<file path="src/rtl/cca_pkg.sv">
package cca_pkg;

    // Link table entry encodings.
    localparam logic [12:0] LINK_FREE = 13'd0;
    localparam logic [12:0] LINK_LAST = 13'h1FFF;

    // Action codes carried by an input item.
    localparam logic [2:0] ACT_ALLOC  = 3'd0;
    localparam logic [2:0] ACT_READ   = 3'd1;
    localparam logic [2:0] ACT_WRITE  = 3'd2;
    localparam logic [2:0] ACT_FREE   = 3'd3;
    localparam logic [2:0] ACT_FORMAT = 3'd4;

    // Status codes returned in a result item.
    localparam logic [2:0] ST_OK        = 3'd0;
    localparam logic [2:0] ST_UNMOUNTED = 3'd1;
    localparam logic [2:0] ST_NOFREE    = 3'd2;
    localparam logic [2:0] ST_RANGE     = 3'd3;
    localparam logic [2:0] ST_BROKEN    = 3'd4;

    // Configuration register indexes.
    localparam logic [0:0] REG_MOUNTED = 1'b0;
    localparam logic [0:0] REG_COUNT   = 1'b1;

    // Reset value of the cluster count register.
    localparam logic [12:0] COUNT_RESET = 13'd4096;

    typedef struct packed {
        logic [2:0]  action;
        logic [11:0] cluster_index;
        logic [12:0] link_value;
    } in_item_t;

    typedef struct packed {
        logic [2:0]  status;
        logic [11:0] found_index;
        logic [12:0] link_out;
        logic [12:0] freed_count;
    } out_item_t;

    // Commands from the controller to the datapath.
    typedef struct packed {
        logic       op_load;
        logic       res_init;
        logic       set_code;
        logic [2:0] code;
        logic       write_op;
        logic       read_idx;
        logic       take_link;
        logic       sg_load;
        logic       gc_init;
        logic       gc_step;
        logic       gmod_step;
        logic       scan_init;
        logic       scan_run;
        logic       take_hit;
        logic       walk_free;
        logic       walk_next;
        logic       sweep_init;
        logic       sweep_step;
        logic       out_load;
    } cmd_t;

    // Status from the datapath to the controller.
    typedef struct packed {
        logic       mounted;
        logic [2:0] action;
        logic       idx_ok;
        logic       n_zero;
        logic       hint_ok;
        logic       scan_hit;
        logic       scan_done;
        logic       gc_done;
        logic       sg_ge;
        logic       rd_free;
        logic       rd_last;
        logic       rd_big;
        logic       sweep_last;
    } stat_t;

endpackage

</file>
<file path="src/rtl/cca_ctrl.sv">
module cca_ctrl (
    input  logic           aclk,
    input  logic           aresetn,
    input  logic           s_valid,
    output logic           s_ready,
    output logic           m_valid,
    input  logic           m_ready,
    input  cca_pkg::stat_t stat,
    output cca_pkg::cmd_t  cmd
);

    localparam logic [3:0] S_CLEAR    = 4'd0;
    localparam logic [3:0] S_IDLE     = 4'd1;
    localparam logic [3:0] S_DISPATCH = 4'd2;
    localparam logic [3:0] S_RDWAIT   = 4'd3;
    localparam logic [3:0] S_WALK     = 4'd4;
    localparam logic [3:0] S_GCOUNT   = 4'd5;
    localparam logic [3:0] S_GMOD     = 4'd6;
    localparam logic [3:0] S_START    = 4'd7;
    localparam logic [3:0] S_SCAN     = 4'd8;
    localparam logic [3:0] S_FORMAT   = 4'd9;
    localparam logic [3:0] S_FINISH   = 4'd10;

    logic [3:0] state_reg;
    logic [3:0] state_next;
    logic       m_valid_reg;
    logic       m_valid_next;
    logic       out_free;

    assign s_ready  = (state_reg == S_IDLE);
    assign m_valid  = m_valid_reg;
    assign out_free = !m_valid_reg || m_ready;

    // Next state and command decode.
    always_comb begin
        cmd        = '0;
        state_next = state_reg;
        unique case (state_reg)
            S_CLEAR: begin
                cmd.sweep_step = 1'b1;
                if (stat.sweep_last) begin
                    state_next = S_IDLE;
                end
            end
            S_IDLE: begin
                if (s_valid) begin
                    cmd.op_load = 1'b1;
                    state_next  = S_DISPATCH;
                end
            end
            S_DISPATCH: begin
                cmd.res_init = 1'b1;
                cmd.code     = cca_pkg::ST_OK;
                state_next   = S_FINISH;
                if (!stat.mounted) begin
                    cmd.code = cca_pkg::ST_UNMOUNTED;
                end else begin
                    unique case (stat.action)
                        cca_pkg::ACT_ALLOC: begin
                            cmd.code = cca_pkg::ST_NOFREE;
                            if (!stat.n_zero) begin
                                cmd.sg_load = 1'b1;
                                if (stat.hint_ok) begin
                                    state_next = S_START;
                                end else begin
                                    cmd.gc_init = 1'b1;
                                    state_next  = S_GCOUNT;
                                end
                            end
                        end
                        cca_pkg::ACT_READ: begin
                            if (!stat.idx_ok) begin
                                cmd.code = cca_pkg::ST_RANGE;
                            end else begin
                                cmd.read_idx = 1'b1;
                                state_next   = S_RDWAIT;
                            end
                        end
                        cca_pkg::ACT_WRITE: begin
                            if (!stat.idx_ok) begin
                                cmd.code = cca_pkg::ST_RANGE;
                            end else begin
                                cmd.write_op = 1'b1;
                            end
                        end
                        cca_pkg::ACT_FREE: begin
                            if (!stat.idx_ok) begin
                                cmd.code = cca_pkg::ST_RANGE;
                            end else begin
                                cmd.read_idx = 1'b1;
                                state_next   = S_WALK;
                            end
                        end
                        cca_pkg::ACT_FORMAT: begin
                            cmd.sweep_init = 1'b1;
                            state_next     = S_FORMAT;
                        end
                        default: begin
                            state_next = S_FINISH;
                        end
                    endcase
                end
            end
            S_RDWAIT: begin
                cmd.take_link = 1'b1;
                state_next    = S_FINISH;
            end
            S_WALK: begin
                if (stat.rd_free) begin
                    cmd.set_code = 1'b1;
                    cmd.code     = cca_pkg::ST_BROKEN;
                    state_next   = S_FINISH;
                end else begin
                    cmd.walk_free = 1'b1;
                    if (stat.rd_last) begin
                        state_next = S_FINISH;
                    end else if (stat.rd_big) begin
                        cmd.set_code = 1'b1;
                        cmd.code     = cca_pkg::ST_BROKEN;
                        state_next   = S_FINISH;
                    end else begin
                        cmd.walk_next = 1'b1;
                    end
                end
            end
            S_GCOUNT: begin
                if (stat.gc_done) begin
                    state_next = S_GMOD;
                end else begin
                    cmd.gc_step = 1'b1;
                end
            end
            S_GMOD: begin
                if (stat.sg_ge) begin
                    cmd.gmod_step = 1'b1;
                end else begin
                    state_next = S_START;
                end
            end
            S_START: begin
                cmd.scan_init = 1'b1;
                state_next    = S_SCAN;
            end
            S_SCAN: begin
                if (stat.scan_hit) begin
                    cmd.take_hit = 1'b1;
                    state_next   = S_FINISH;
                end else if (stat.scan_done) begin
                    state_next = S_FINISH;
                end else begin
                    cmd.scan_run = 1'b1;
                end
            end
            S_FORMAT: begin
                cmd.sweep_step = 1'b1;
                if (stat.sweep_last) begin
                    state_next = S_FINISH;
                end
            end
            S_FINISH: begin
                if (out_free) begin
                    cmd.out_load = 1'b1;
                    state_next   = S_IDLE;
                end
            end
            default: begin
                state_next = S_IDLE;
            end
        endcase
    end

    // The result register is full from its load until the item is taken.
    always_comb begin
        if (cmd.out_load) begin
            m_valid_next = 1'b1;
        end else if (m_ready) begin
            m_valid_next = 1'b0;
        end else begin
            m_valid_next = m_valid_reg;
        end
    end

    always_ff @(posedge aclk) begin
        if (!aresetn) begin
            state_reg   <= S_CLEAR;
            m_valid_reg <= 1'b0;
        end else begin
            state_reg   <= state_next;
            m_valid_reg <= m_valid_next;
        end
    end

endmodule

</file>
<file path="config.mk">
export PLATFORM = sky130hd
export DESIGN_NAME = cca_ctrl
export DESIGN_NICKNAME = d
export VERILOG_FILES = /design/src/rtl/cca_pkg.sv /design/src/rtl/cca_ctrl.sv
export SDC_FILE = /design/constraint.sdc
export NUM_CORES = 1
export LEC_CHECK = 0
export ABC_CLOCK_PERIOD_IN_PS = 2100
export BUFFER_PORTS_ARGS = -buffer_cell sky130_fd_sc_hd__buf_2
export CAP_MARGIN = 20
export CORE_MARGIN = 1.5
export CORE_UTILIZATION = 42
export CTS_CLUSTER_DIAMETER = 30
export DETAILED_ROUTE_END_ITERATION = 8
export PLACE_DENSITY_LB_ADDON = 0.12
export SYNTH_ARGS = -nofsm -noshare
export SYNTH_HDL_FRONTEND = slang
export SYNTH_SLANG_ARGS = --single-unit
</file>
<file path="constraint.sdc">
create_clock -name aclk -period 2.1 [get_ports aclk]
set_input_delay 0.42 -clock aclk [delete_from_list [all_inputs] [get_ports aclk]]
set_output_delay 0.42 -clock aclk [all_outputs]
set_load 0.01 [all_outputs]
</file>
==> results of run 1 <==
[routing by layer]
layer  global-route usage [%]  share of wire [%]  vias up
li1                         -                  -      446
met2                     27.8                 46       24
met1                     26.5                 48      372
met4                     3.64                  0        0
met5                        0                  0        -
met3                     1.70                5.6        0
[stage by stage]
stage          power (W)  area, um2  hold WS, ns  std cells
6_report        0.000859        938        0.456        159
5_1_grt         0.000920        938        0.460        159
4_1_cts         0.000850        930        0.458        159
3_5_place_dp    0.000737        903        0.644        155
3_3_place_gp    0.000731        903        0.640        155
2_1_floorplan   0.000574        677        0.538         99
[worst max-delay path, cell delays in order, from the launching register on]
cell	delay, ns
dfxtp_1	0.44
nor2_1	0.13
and4b_4	0.22
a211o_1	0.27
or4_1	0.55
a21oi_1	0.18
o22ai_1	0.08
[synthesized netlist by cell type (3+ instances only)]
cell type	count	area, um2
nor2_1	12	45.0
nor3_1	8	40.0
nand2_1	7	26.3
nor2b_1	7	43.8
a21oi_1	6	30.0
inv_1	6	22.5
dfxtp_1	5	100
nor4_1	4	25.0
buf_4	3	22.5
mux2i_1	3	30.0
o22ai_1	3	18.8
[how the worst max path moves through the flow]
stage,cells after the start,slack [ns],end
2_1_floorplan,4,0.007,cmd[10]
3_3_place_gp,6,0.19,state_reg[1]
3_5_place_dp,6,0.14,state_reg[1]
4_1_cts,5,0.01,cmd[11]
5_1_grt,4,0.02,cmd[3]
6_report,6,0.12,state_reg[1]
[where the power goes]
part | switching, W | internal [W]
Combinational | 0.000302 | 0.000279
Clock | 0.0000400 | 0.0000719
Sequential | 0.0000429 | 0.000123
[final cells by class]
class                           count  area [um2]  area share (%)
Clock buffer                        4        26.3            2.80
Inverter                            6        22.5            2.40
Multi-Input combinational cell     80         512            54.5
Sequential cell                     5         100            10.7
Tap cell                           16        20.0            2.13
Timing Repair Buffer               48         258            27.5
[logic make-up after synthesis]
kind of cell / count (synthesis)
XOR/XNOR: 2
buffers and inverters: 14
multiplexers: 3
flip-flops: 5
AO/OA/AOI/OAI: 20
AND/OR/NAND/NOR: 55
[what timing repair did]
action,CTS,global route
setup endpoints to repair,0,6
hold buffers,0,0
resized for setup,0,2
==> out/summary.txt, run 1 <==
Status - complete, no violations
I/O Pins - 42
Post-DP HPWL - 1.41 mm
Async set-or-reset flop fraction in the synthesized netlist - 0%
DR WL/cell - 10.9 um
DRC errors left - 0
Synth Area in Simple Gates - 47.9%
Register area share after synthesis - 14.8%
Flop2flop setup slack - 0.12 ns
DRT iter0 DRCs - 12
First-pass GRT wire length - 2.73 mm
Crit Path Category - flip-flop to flip-flop
Mux share of post-synthesis cell area - 4.44%
Syn Inst Count - 99
Final WS setup - 0.117 ns
CP Capture Type - flip-flop
Overflow after GRT - 0
Core outline area - 1510 um2
Worst Path Required - 2.22 ns
Vias in the first global route - 648
Largest family of logic cells by synthesized area - simple AND/OR/NAND/NOR gates
Setup Viol. Count Final - 0
Root Driver - clkbuf_4
CTS tree - done
Reg-to-Reg End - state_reg[1]
Period utilization - 94.4%
RR Startpoint - state_reg[1]
Area Overhead vs Synth - 38.6%
Syn avg cell area - 6.84 um2
Most frequent cells in the layout - buf_2, nor2_1, nor3_1
Drt pass-1 iters - 4
Clock slew at reported path FFs - 0.05 ns
Startpoint of the worst hold path - aresetn
Class of the worst hold path - input pin to flip-flop
Commonest register cell after synthesis - dfxtp_1
Post-synthesis adder-cell area fraction - 0%
Largest net degree at the start of global routing - 12
Post-CTS Setup Inserts - 0
Maximum clock path buffer count - 2
H-tree Lvls - 1
Clk sink count - 5
Total Neg Setup Slack - 0 ns
Initial antenna violation count - 0
Syn Nets - 118
Minimum clock period - 1.98 ns
Hold Crit Endpoint - m_valid
Max-slew violations - 0
Max FFs per register - 4
ANT nets after route - 0
Ratio of cells with drive above 1 in the final layout - 39.9%
Final hold vios - 0
Final net count - 163
Pre-CTS setup slack - 0.139 ns
Routed via count - 842
CTS buffer count - 3
Startpoint Class - flip-flop
IO Port Bufs - 41
Worst r2r path cells - 6
WL final - 1.73 mm
Max Cap Viol - 0
Yosys cell types - 40
RePlAce Congestion - 0.829
RSZ-0062 raised after global routing - no
Yosys warns - 0
Slew margin rel. - 67.0%
Die height - 43.1 um
Compound-Gate Fraction of Synth Area - 19.4%
Tot GR Track Use - 17.9%
Pwr Density - 915 nW/um2
Worst-Margin Slew - 0.488 ns
# fillers - 151
Cell area after synthesis - 677 um2
Worst-Skew Late Latency - 0.24 ns
WP data arrival - 2.10 ns
Fin util - 62.3%
Core Rows - 14
FF+latch count, synth - 5
Leakage - 0.483 nW
Vias/cell - 5.30
Die outline area - 1860 um2
Initial Util - 44.9%
Worst Skew - 0.00127 ns
N_diodes - 0
Maximum vdd drop - 0.000449 V
Commonest non-fill, non-tap cell in the layout - buf_2
Max Fclk - 504 MHz
Synth Area in XOR/XNOR - 2.59%
Number of synthesized flops with an enable pin - 0
Worst setup path startpoint - state_reg[1]
Hold path cells - 2
Die X - 43.1 um
CP Max Fanout - 7
No activity file was read; power rests on OpenSTA's default activity.
==> run 2: changes to the inputs <==
- CELL_PAD_IN_SITES_DETAIL_PLACEMENT: unset -> 2
- CELL_PAD_IN_SITES_GLOBAL_PLACEMENT: unset -> 2
- CORE_UTILIZATION: 42 -> 20
==> run 2 against run 1 <==
  * Core utilization is 31 points lower
  * Register-to-register slack better by 0.03 ns
  * Highest routed layer unchanged
  * Sequential power is 11% higher
  * Fmax is 1.1% higher
  * Sequential share of layout area hardly changed
  * Critical path depth is 1 lower
==> out/summary.txt, run 2 (synthesis results as in run 1) <==
DR WL/cell - 13.7 um (+26%)
Commonest non-fill, non-tap cell in the layout - buf_2
Worst Skew - 0.00712 ns (+0.00585 ns)
Core Rows - 20 (+6)
Die height - 61.2 um (+42%)
Buffers & Inverters on Critical Path - 2 (+2)
Clk sink count - 5 (unchanged)
CTS tree - done
Slew margin rel. - 80.5% (+14 points)
CP cell instances - buf_4, nand2b_4, or2b_4, nor4_4, buf_2
Initial Util - 21.6% (-23 points)
Drt pass-1 iters - 4 (unchanged)
Total Neg Setup Slack - 0 ns (unchanged)
CP max stage delay - 0.40 ns (-0.15 ns)
Largest net degree at the start of global routing - 12 (unchanged)
Overall power - 0.000881 W (+2.6%)
IO Port Bufs - 41 (unchanged)
N_diodes - 0 (unchanged)
RePlAce Congestion - 0.785 (-5.4%)
WL final - 2.56 mm (+48%)
Area Overhead vs Synth - 45.8%
Root Driver - clkbuf_4
Top Family by Delay on Critical Path - simple AND/OR/NAND/NOR gates
Initial antenna violation count - 0 (unchanged)
Max Fclk - 510 MHz (+1.1%)
Post-DP HPWL - 2.16 mm (+54%)
Max Cap Viol - 0 (unchanged)
Cts hold-fix bufs - 0 (unchanged)
Period utilization - 93.4% (-1.1 points)
CP Capture Type - output pin
Final net count - 163 (unchanged)
First-pass GRT wire length - 4.15 mm (+52%)
Worst-Skew Late Latency - 0.24 ns (about the same)
RSZ-0062 raised after global routing - no
Max FFs per register - 4 (unchanged)
Ratio of cells with drive above 1 in the final layout - 42.7% (+2.8 points)
Worst-Margin Slew - 0.290 ns (-0.198 ns)
CP max stage cell - dfxtp_2
Maximum clock path buffer count - 2 (unchanged)
Most frequent cells in the layout - buf_2, nor2_1, nor3_1
Pwr Density - 892 nW/um2 (-2.5%)
Minimum clock period - 1.96 ns (-0.0223 ns)
Maximum vdd drop - 0.000207 V (-54%)
Routed via count - 874 (+3.8%)
Vias in the first global route - 897 (+38%)
Leakage - 0.487 nW (+0.84%)
Max-slew violations - 0 (unchanged)
Tot GR Track Use - 14.7% (-3.2 points)
CP Max Fanout - 8 (+1)
Worst Path Required - 1.68 ns (-0.54 ns)
DRC errors left - 0 (unchanged)
Crit Path Category - flip-flop to output pin
Class of the worst hold path - input pin to flip-flop
Layout Cells excl Fill - 187 (+18%)
Overflow after GRT - 0 (unchanged)
Core outline area - 3130 um2 (+110%)
CTS buffer count - 3 (unchanged)
Setup Viol. Count Final - 0 (unchanged)
Post-CTS Setup Inserts - 0 (unchanged)
Vias/cell - 4.67 (-12%)
Final hold vios - 0 (unchanged)
Fin util - 31.6% (-31 points)
H-tree Lvls - 1 (unchanged)
Placed cells - 183 (+18%)
Clock slew at reported path FFs - 0.04 ns (about the same)
I/O Pins - 42 (unchanged)
Status - complete, no violations
DRT iter0 DRCs - 15 (+3)
Die outline area - 3740 um2 (+100%)
ANT nets after route - 0 (unchanged)
Die X - 61.2 um (+42%)
Startpoint Class - flip-flop
WP data arrival - 1.54 ns (-0.56 ns)
[run 2: final timing paths]
check / start / endpoint / slack (ns) / depth (start not counted)
worst max-delay path: state_reg[2] / cmd[3] / 0.14 / 5
worst min-delay path: aresetn / m_valid / 0.46 / 2
worst max register to register: state_reg[0] / state_reg[1] / 0.15 / 6
worst min register to register: m_valid / m_valid / 0.65 / 2
[run 2: what timing repair did]
action	4_1_cts	5_1_grt
resized for setup	2	5
endpoints found under the setup margin	4	7
pin swaps	1	0
[run 2: report_power, final]
group	total [W]	internal [W]	switching, W
Sequential	0.000185	0.000129	0.0000561
Combinational	0.000583	0.000273	0.000310
Clock	0.000113	0.0000719	0.0000413
[run 2: routing by layer]
layer  vias up  global-route usage [%]  part of all wire [%]
li1        445                       -                     -
met1       405                    17.8                    46
met2        24                    27.5                    50
met3         0                   0.840                   4.4
met4         0                    4.66                     0
met5         -                       0                     0
[run 2: per-stage QoR]
stage	hold slack (ns)	setup slack, ns	area (um2)
after detailed placement	0.648	0.0895	938
final	0.460	0.139	987
after global placement	0.638	0.111	938
after global routing	0.460	0.0252	987
after CTS	0.452	0.00514	972
after floorplan	0.538	0.00665	677
[run 2: layout make-up]
type / count / area [um2]
sequential: 5 / 105
fill: 400 / 2140
clock buffer: 4 / 26.3
inverter: 6 / 22.5
multi-input combinational: 80 / 520
tap: 44 / 55.1
timing repair buffer: 48 / 258
[run 2: worst register-to-register path: stages (launching register included)]
cell	delay, ns
dfxtp_2	0.39
nor2_1	0.10
and4b_4	0.20
a211o_1	0.26
or4_1	0.55
a21oi_1	0.22
o22ai_1	0.09
